**src/hdl/gif_lzw_decoder_core_macros.svh**
```systemverilog
// assertion helpers for the lzw decoder core
`ifndef GIF_LZW_DECODER_CORE_MACROS_SVH
`define GIF_LZW_DECODER_CORE_MACROS_SVH

// same-cycle implication
`define GLD_ASSERT_NOW(lbl, ante, cons, msg) \
   lbl: assert property (@(posedge clock) disable iff (reset) (ante) |-> (cons)) else $error(msg);

// next-cycle implication
`define GLD_ASSERT_NXT(lbl, ante, cons, msg) \
   lbl: assert property (@(posedge clock) disable iff (reset) (ante) |=> (cons)) else $error(msg);

`endif

```
**src/hdl/gld_pkg.sv**
```systemverilog
package gld_pkg;
   localparam int DICT_ENTRIES  = 4096;
   localparam int MAX_CODE_BITS = 12;
   localparam int IDX_W         = $clog2(DICT_ENTRIES);
   localparam logic [12:0] NO_CODE = 13'd4098;

   typedef enum logic {OP_PUSH = 1'b0, OP_PULL = 1'b1} op_type;

   typedef enum logic [2:0] {
      ST_PIXEL = 3'd0, ST_TAKEN = 3'd1, ST_NEED = 3'd2, ST_FULL = 3'd3,
      ST_END = 3'd4, ST_BAD = 3'd5, ST_COUNT = 3'd6
   } status_type;

   typedef enum logic {REG_MIN_SIZE = 1'b0, REG_PIXEL_TOTAL = 1'b1} reg_type;

   typedef struct packed {
      op_type     operation;
      logic [7:0] data_byte;
   } item_type;

   typedef struct packed {
      logic        busy;
      logic [3:0]  code_width;
      logic [12:0] next_code;
      logic [12:0] stack_ptr;
   } mon_type;

   function automatic logic [3:0] eff_min(input logic [3:0] v);
      if (v < 4'd2) return 4'd2;
      if (v > 4'd8) return 4'd8;
      return v;
   endfunction
endpackage

```
**src/hdl/gld_front.sv**
```systemverilog
module gld_front (
   input  logic              clock,
   input  logic              reset,
   input  logic              in_valid,
   output logic              in_ready,
   input  logic              in_op,
   input  logic [7:0]        in_byte,
   output logic              q_valid,
   output gld_pkg::item_type q_item,
   input  logic              q_take
);
   import gld_pkg::*;

   item_type   slot_ff [2];
   logic       rd_ptr_ff, wr_ptr_ff;
   logic [1:0] count_ff;
   logic       push, pop;

   assign in_ready = (count_ff != 2'd2);
   assign q_valid  = (count_ff != 2'd0);
   assign q_item   = slot_ff[rd_ptr_ff];
   assign push     = in_valid && in_ready;
   assign pop      = q_take && q_valid;

   always_ff @(posedge clock) begin
      if (push) begin
         slot_ff[wr_ptr_ff] <= '{operation: op_type'(in_op), data_byte: in_byte};
      end
      if (reset) begin
         rd_ptr_ff <= 1'b0;
         wr_ptr_ff <= 1'b0;
         count_ff  <= 2'd0;
      end else begin
         if (push) wr_ptr_ff <= ~wr_ptr_ff;
         if (pop) rd_ptr_ff <= ~rd_ptr_ff;
         count_ff <= count_ff + 2'(push) - 2'(pop);
      end
   end
endmodule

```
**config.mk**
```make
export PLATFORM = sky130hd
export DESIGN_NAME = gld_front
export DESIGN_NICKNAME = d
export VERILOG_FILES = /design/src/hdl/gif_lzw_decoder_core_macros.svh /design/src/hdl/gld_pkg.sv /design/src/hdl/gld_front.sv
export SDC_FILE = /design/constraint.sdc
export NUM_CORES = 1
export LEC_CHECK = 0
export ABC_CLOCK_PERIOD_IN_PS = 3600
export BUFFER_PORTS_ARGS = -buffer_cell sky130_fd_sc_hd__buf_4
export CORE_UTILIZATION = 40
export CTS_BUF_LIST = sky130_fd_sc_hd__clkbuf_16
export CTS_CLUSTER_DIAMETER = 200
export DETAILED_ROUTE_END_ITERATION = 8
export GPL_TIMING_DRIVEN = 0
export PLACE_DENSITY = 0.69
export REMOVE_ABC_BUFFERS = 1
export SLEW_MARGIN = 40
export SYNTH_ARGS = -nofsm -noshare
export SYNTH_HDL_FRONTEND = slang
export SYNTH_SLANG_ARGS = --single-unit
```
**constraint.sdc**
```tcl
create_clock -name clock -period 3.6 [get_ports clock]
set_input_delay 0.54 -clock clock [delete_from_list [all_inputs] [get_ports clock]]
set_output_delay 0.54 -clock clock [all_outputs]
set_load 0.02 [all_outputs]
```
# --- Word level (Yosys, flattened, before mapping) ---
# Memories as Yosys holds them, arrays and structs flattened. A register that Yosys moved wholly into a read port is not among the register bits.
# Cells that the tools add are included.
totals:
  regBits: 4
  mem_bits_rw: 18
  input_bits: 13
  output_inout_bits: 11
  elab_cells: 16
  n_memories: 1
mem_list:
  columns: ["memory", "words", "word_bits", "read_ports", "rd_ports_with_merged_regs", "wr", "line", "rtl"]
  rows:
  - ["slot_ff", 2, 9, 1, 1, 1, "gld_front.sv:14", "item_type slot_ff [2];"]
classes:
  add_sub_neg: 2
  n_eq_ne: 1
  n_mux: 4
  n_bitwise: 2
  reduce_logical: 3
op_table:
  columns: ["op", "count"]
  rows:
  - ["two-way mux 1 bit", 4]
  - ["adder 2 x 1 -> 2 bit", 1]
  - ["logical AND 1 bit", 2]
  - ["!= test 2 bit, second input constant", 1]
  - ["NOT 1 bit", 2]
  - ["nonzero test 2 bit", 1]
  - ["subtractor 2 x 1 -> 2 bit", 1]

# --- Logic depth before layout (Yosys ltp) ---
# Gate-level depths: netlist of run 1.
logic_depth:
  depth_word: 4
  depth_mapped: 8
  depth_no_buf: 8

# --- Least setup slack after synthesis of run 1 ---
# OpenSTA, ideal clock, no wires.
synth_path:
  kind: "input port to flip-flop"
  from: "input port q_take"
  to: "register count_ff[1]"
  t_arrival_ps: 1451
  slack_ps: 2034
  cell_stages: 7
  n_path_buf: 0
  cell_sequence: "o21a_2 > ha_1 > inv_1 > ha_1 > xor2_1 > xnor2_1 > nor2_1"
synth_between:
  elab_chain_len: 2
synth_rtl:
  columns: ["item", "line", "rtl"]
  rows:
  - ["start: declaration", "gld_front.sv:10", "input logic q_take"]
  - ["logical AND 1 bit", "gld_front.sv:23", "assign pop = q_take && q_valid;"]
  - ["subtractor 2 x 1 -> 2 bit", "gld_front.sv:36", "count_ff <= count_ff + 2'(push) - 2'(pop);"]
  - ["end signal: assignment", "gld_front.sv:36", null]
  - ["end: declaration", "gld_front.sv:16", "logic [1:0] count_ff;"]
# No other way between the ends.
# A chain may end at the register's enable or synchronous reset.

==> impl_metrics.csv, run 1 <==
group,metric,value,unit
run_status,status,"finished, final reports clean",
place,globalplace.congestion,0.6265,
die,start_util,43.75,%
worst_setup_path,slowest_stage,"dfxtp_1",
timing,worst_slew_pin_slew,0.7217,ns
synth,syn_inst,52,
worst_setup_path,cp.required,3.06,ns
place,dpl_worst_slack,1.862,ns
clocking,cts_sinks,23,
worst_setup_path,critPathLaunchType,"register",
worst_setup_path,crit_arrival,1.36,ns
worst_setup_path,max_stage_delay,0.57,ns
timing,period_needed,1.899,ns
timing,timing.fmax,526.5,MHz
clocking,numCtsBuffers,3,
place,dp_hpwl,926.3,µm
pwr,power.total,859.4,µW
grt,antenna_found_initial,0,
finish,utilization,57.80,%
finish,fill_cells,158,
die,die_area,2403,µm²
hold_path,hp-class,"in2reg",
worst_setup_path,critPathKind,"reg2out",
die,core,2022,µm²
place,dpl_cell_area,1086,µm²
clocking,post_cts_resize_count,0,
detailed_routing,ant_nets,0,
clocking,htreeDepth,1,
synth,ys_warn_count,0,
grt,grt_use_total,12.53,%
die,die_w,49.03,µm
worst_setup_path,endpoint_kind,"output port",
finish,diodes,0,
timing,fin_worst_skew,0.006298,ns
detailed_routing,wl_per_cell,12.40,µm
synth,netlist_top_cells_area,"edfxtp_1 61%, mux2_1 11%, dfxtp_1 11%",
hold_path,worst_hold_startpoint,"in_byte[1]",
detailed_routing,via_per_inst,4.457,
clocking,post-cts-setup-buffer-count,0,
clocking,root_buffer,"clkbuf_16",
place,io_buffers,23,
timing,rsz0062_at_grt,"no",
grt,grt_pass1_vias,497,
die,io_pins,24,
synth,syn_area_per_cell,17.01,µm²
grt,gr-total-overflow,0,
timing,relSlewSlack,51.71,%
grt,grt_pass1_wl,2145,µm
detailed_routing,vias,468,
timing,layout_setup_ws,1.701,ns
timing,post-route-period-util,52.76,%
synth,synth.largest_area_cell,"edfxtp_1",
worst_setup_path,crit_chain,"mux2_1, buf_4",
synth,synth_edf_count,18,
die,num_rows,16,
pwr,power_density,735.4,nW/µm²
worst_setup_path,crit_path_max_fanout,9,
finish,nNetsFinal,94,
finish,syn2layout_area_growth,32.11,%
detailed_routing,drt-total-wl,1302,µm
synth,synth_commonest_cells,"18 x edfxtp_1, 9 x mux2_1, 5 x dfxtp_1, 5 x nor2_1",
job,max_cap_viol_count,0,
worst_setup_path,reg2reg_from,"count_ff[0]$_SDFF_PP0_",
clocking,hold_buffers,0,
die,die_y,49.03,µm
synth,ys_ff_latch,23,
synth,synth.cell_area,884.6,µm²
finish,drive_gt1_share,39.74,%
detailed_routing,first_pass_iters,3,
synth,postSynth.asyncResetShare,0,%
clocking,cts_tree,"done",
clocking,cts_buffer_depth,2,
pwr,vdd.ir_drop.worst,347.5,µV
clocking,path_clk_slew,0.06,ns
synth,synth_cell_types,16,
timing,hold_violations,0,
detailed_routing,drc,0,
detailed_routing,drtIter0Drc,3,
grt,grt_max_degree,15,
timing,fin_tns_setup,0,ns
timing,finalSetupViolCount,0,
timing,finalMaxSlewViolations,0,
synth,ys_seq_area_share,72.42,%
synth,synthFlopType,"edfxtp_1",
synth,yosysMostFrequentCell,"edfxtp_1",
finish,design_area,1169,µm²
pwr,p_leak,0.4665,nW
synth,yosys.area.top_type_share,61.10,%
clocking,clkLatencyLatePin,0.26,ns
-- routing by layer --
layer / vias to the layer above / wire [µm] / track usage (%)
met5: - / 0 / 0
met4: 0 / 10 / 7.353
met3: 2 / 61 / 4.050
met2: 16 / 615 / 18.06
met1: 211 / 615 / 16.40
li1: 239 / - / -
-- state kept, by name (all words and copies together), names as in the netlist, named ones only --
register   count
wr_ptr_ff      1
slot_ff       18
count_ff       2
rd_ptr_ff      1
-- final timing paths --
check        slack (ns)  cells after the start                      end
max                1.70                      2                q_item[7]
min reg2reg        0.53                      2                 register
max reg2reg        2.05                      3  slot_ff[0][5]$_DFFE_PP_
min                0.47                      1  slot_ff[1][1]$_DFFE_PP_
-- cell usage in the layout (no fill, tap or decap), types with 2 or more instances in the layout --
| cell | instances |
|---|---|
| buf_4 | 23 |
| edfxtp_1 | 18 |
| mux2_1 | 9 |
| nor2_1 | 5 |
| dfxtp_1 | 5 |
| clkbuf_16 | 3 |
| nor2b_1 | 2 |
| xnor2_1 | 2 |
| ha_1 | 2 |
-- area by class of cell --
cell class | instances | area [µm²] | share of cell area (%)
Sequential cell | 23 | 640.6 | 54.82
Multi-Input combinational cell | 27 | 235.2 | 20.13
Timing Repair Buffer | 23 | 172.7 | 14.78
Clock buffer | 3 | 75.07 | 6.424
Tap cell | 27 | 33.78 | 2.891
Clock inverter | 1 | 7.507 | 0.6424
Inverter | 1 | 3.754 | 0.3212
-- power breakdown --
part / switching [mW] / leakage [nW] / internal [mW]
combinational: 0.124 / 0.220 / 0.124
clock: 0.0891 / 0.0371 / 0.150
sequential: 0.0330 / 0.210 / 0.338
-- through the flow --
stage,cells,hold WS [ns]
floorplan,51,0.4801
global placement,101,0.4952
detailed placement,101,0.5059
CTS,105,0.4661
global route,105,0.4650
finish,105,0.4664
-- kinds of logic after synthesis --
logic type | after synthesis | synth area share (%)
compound gates | 1 | 0.9903
simple gates | 11 | 6.649
fa+ha+maj | 2 | 2.828
xor+xnor | 3 | 2.971
flops | 23 | 72.42
buf+inv | 2 | 0.9891
mux | 10 | 13.15
-- critical path: cells and delay by family (launching register included) --
kind | cells | cell delay (ns)
mux | 1 | 0.37
flops | 1 | 0.57
buf+inv | 1 | 0.16
Power figures use the tool's default switching activity.
==> inputs of run 2 (changes only) <==
--- a/config.mk
+++ b/config.mk
@@ -5,14 +5,14 @@
 export SDC_FILE = /design/constraint.sdc
 export NUM_CORES = 1
 export LEC_CHECK = 0
-export ABC_CLOCK_PERIOD_IN_PS = 3600
+export ABC_CLOCK_PERIOD_IN_PS = 1700
 export BUFFER_PORTS_ARGS = -buffer_cell sky130_fd_sc_hd__buf_4
 export CORE_UTILIZATION = 40
 export CTS_BUF_LIST = sky130_fd_sc_hd__clkbuf_16
 export CTS_CLUSTER_DIAMETER = 200
 export DETAILED_ROUTE_END_ITERATION = 8
 export GPL_TIMING_DRIVEN = 0
-export PLACE_DENSITY = 0.69
+export PLACE_DENSITY = 0.71
 export REMOVE_ABC_BUFFERS = 1
 export SLEW_MARGIN = 40
 export SYNTH_ARGS = -nofsm -noshare
==> constraint.sdc (replaced) <==
create_clock -name clock -period 1.7 [get_ports clock]
set_input_delay 0.255 -clock clock [delete_from_list [all_inputs] [get_ports clock]]
set_output_delay 0.255 -clock clock [all_outputs]
set_load 0.02 [all_outputs]
==> impl_metrics.csv, run 2 (same netlist as run 1, synthesis figures left out) <==
group,metric,value,unit
finish,final_common_cell,"buf_4",
finish,syn2layout_area_growth,31.97,%
pwr,combPwrFrac,29.9,%
place,dp_hpwl,936,µm
worst_setup_path,endpoint_kind,"output port",
place,io_buffers,23,
place,dpl_worst_slack,0.09739,ns
grt,gr-total-overflow,0,
clocking,root_buffer,"clkbuf_16",
clocking,cts_tree,"done",
worst_setup_path,crit_path_max_fanout,9,
pwr,p_seq_share,43.5,%
timing,fin_tns_setup,0,ns
detailed_routing,wl_per_cell,12.52,µm
clocking,path_clk_slew,0.06,ns
finish,final_cell_mix,"23 x buf_4, 18 x edfxtp_1, 9 x mux2_1",
clocking,htreeDepth,1,
pwr,power.total,1.800,mW
detailed_routing,first_pass_iters,4,
clocking,clkLatencyLatePin,0.25,ns
timing,whs,0.1922,ns
worst_setup_path,critPathLaunchType,"register",
grt,met1_usage,14.31,%
timing,finalSetupViolCount,0,
pwr,power_density,1542,nW/µm²
clocking,numCtsBuffers,3,
clocking,post-cts-setup-buffer-count,0,
place,globalplace.congestion,0.6154,
detailed_routing,drt-total-wl,1315,µm
timing,worst_slew_pin_slew,0.5161,ns
pwr,vdd.ir_drop.worst,865.5,µV
worst_setup_path,critPathKind,"reg2out",
worst_setup_path,reg2reg_from,"count_ff[0]$_SDFF_PP0_",
worst_setup_path,slowest_stage,"dfxtp_1",
timing,post-route-period-util,94.01,%
grt,met3_usage,3.427,%
worst_setup_path,cp.required,1.44,ns
grt,grtUsageMet2,20.14,%
clocking,cts_sinks,23,
finish,drive_gt1_share,39.74,%
die,core,2022,µm²
timing,layout_setup_ws,0.1018,ns
finish,instances_no_fill,105,
place,dp_cells,101,
timing,timing.fmax,625.7,MHz
hold_path,worst_hold_startpoint,"in_byte[7]",
grt,top_usage_layer,"met2",
die,start_util,43.75,%
grt,grt_max_degree,13,
grt,grt_pass1_wl,2125,µm
die,die_w,49.03,µm
die,die_y,49.03,µm
pwr,swShare,28.14,%
die,io_pins,24,
timing,relSlewSlack,65.56,%
hold_path,hp-class,"in2reg",
grt,antenna_found_initial,0,
pwr,power.internal,1.293,mW
detailed_routing,drtIter0Drc,7,
grt,grt_pass1_vias,461,
die,num_rows,16,
worst_setup_path,crit_arrival,1.34,ns
detailed_routing,via_per_inst,4.486,
clocking,cts_buffer_depth,2,
clocking,post_cts_resize_count,0,
die,die_area,2403,µm²
pwr,p_switching,506.4,µW
detailed_routing,drc,0,
finish,diodes,0,
worst_setup_path,max_stage_delay,0.56,ns
timing,finalMaxSlewViolations,0,
timing,fin_worst_skew,0.001772,ns
detailed_routing,vias,471,
detailed_routing,ant_nets,0,
finish,fill_cells,170,
finish,largest_register,"slot_ff",
finish,largest_reg_flops,18,
finish,largest_registers,"slot_ff (18), count_ff (2)",
finish,nNetsFinal,94,
timing,period_needed,1.598,ns
worst_setup_path,crit_chain,"mux2_1, buf_4",
run_status,status,"finished, final reports clean",
grt,grt_use_total,12.30,%
timing,rsz0062_at_grt,"no",
clocking,hold_buffers,0,
pwr,p_leak,0.4717,nW
pwr,p_clk_share,26.6,%
timing,hold_violations,0,
job,max_cap_viol_count,0,
## run 2: changes by cell type in the layout (fill, tap and decap cells not counted), sizes merged
cell and delta:
clkinvlp -1, inv +1
## run 2: metrics by stage
stage	utilization (%)	instance area [µm²]
after global routing	57.74	1167
after CTS	57.61	1165
final	57.74	1167
after floorplan	-	879.6
after global placement	53.71	1086
after detailed placement	53.71	1086
## run 2: power by group through the flow
stage	registers (mW)	logic (mW)	clock network (mW)
final	0.783	0.537	0.480
after global routing	0.798	0.580	0.516
after CTS	0.786	0.541	0.485
after detailed placement	0.796	0.538	0
after global placement	0.791	0.528	0
after floorplan	0.776	0.349	0
## run 2: metal layers
layer	up-vias	routed length [µm]
li1	239	-
met5	-	0
met2	14	673
met1	216	551
met4	0	23
met3	2	67
## run 2: critical path, delay by kind of cell, from the launching register on
kind,cells,cell delay (ns)
muxes,1,0.37
DFF,1,0.56
buffers and inverters,1,0.16
## run 2: area by class of cell
type                            count  area, µm²  area share [%]
Clock buffer                        3      75.07           6.431
Sequential cell                    23      640.6           54.88
Timing Repair Buffer               23      172.7           14.79
Multi-Input combinational cell     27      237.7           20.36
Tap cell                           27      33.78           2.894
Clock inverter                      1      3.754          0.3215
Inverter                            1      3.754          0.3215
## run 2: final timing paths
check	end	slack, ns	cells past startpoint
setup / recovery	q_item[2]	0.10	2
hold / removal	slot_ff[1][7]$_DFFE_PP_	0.19	1
setup reg to reg	count_ff[1]$_SDFF_PP0_	0.11	8
hold reg to reg	register	0.52	2
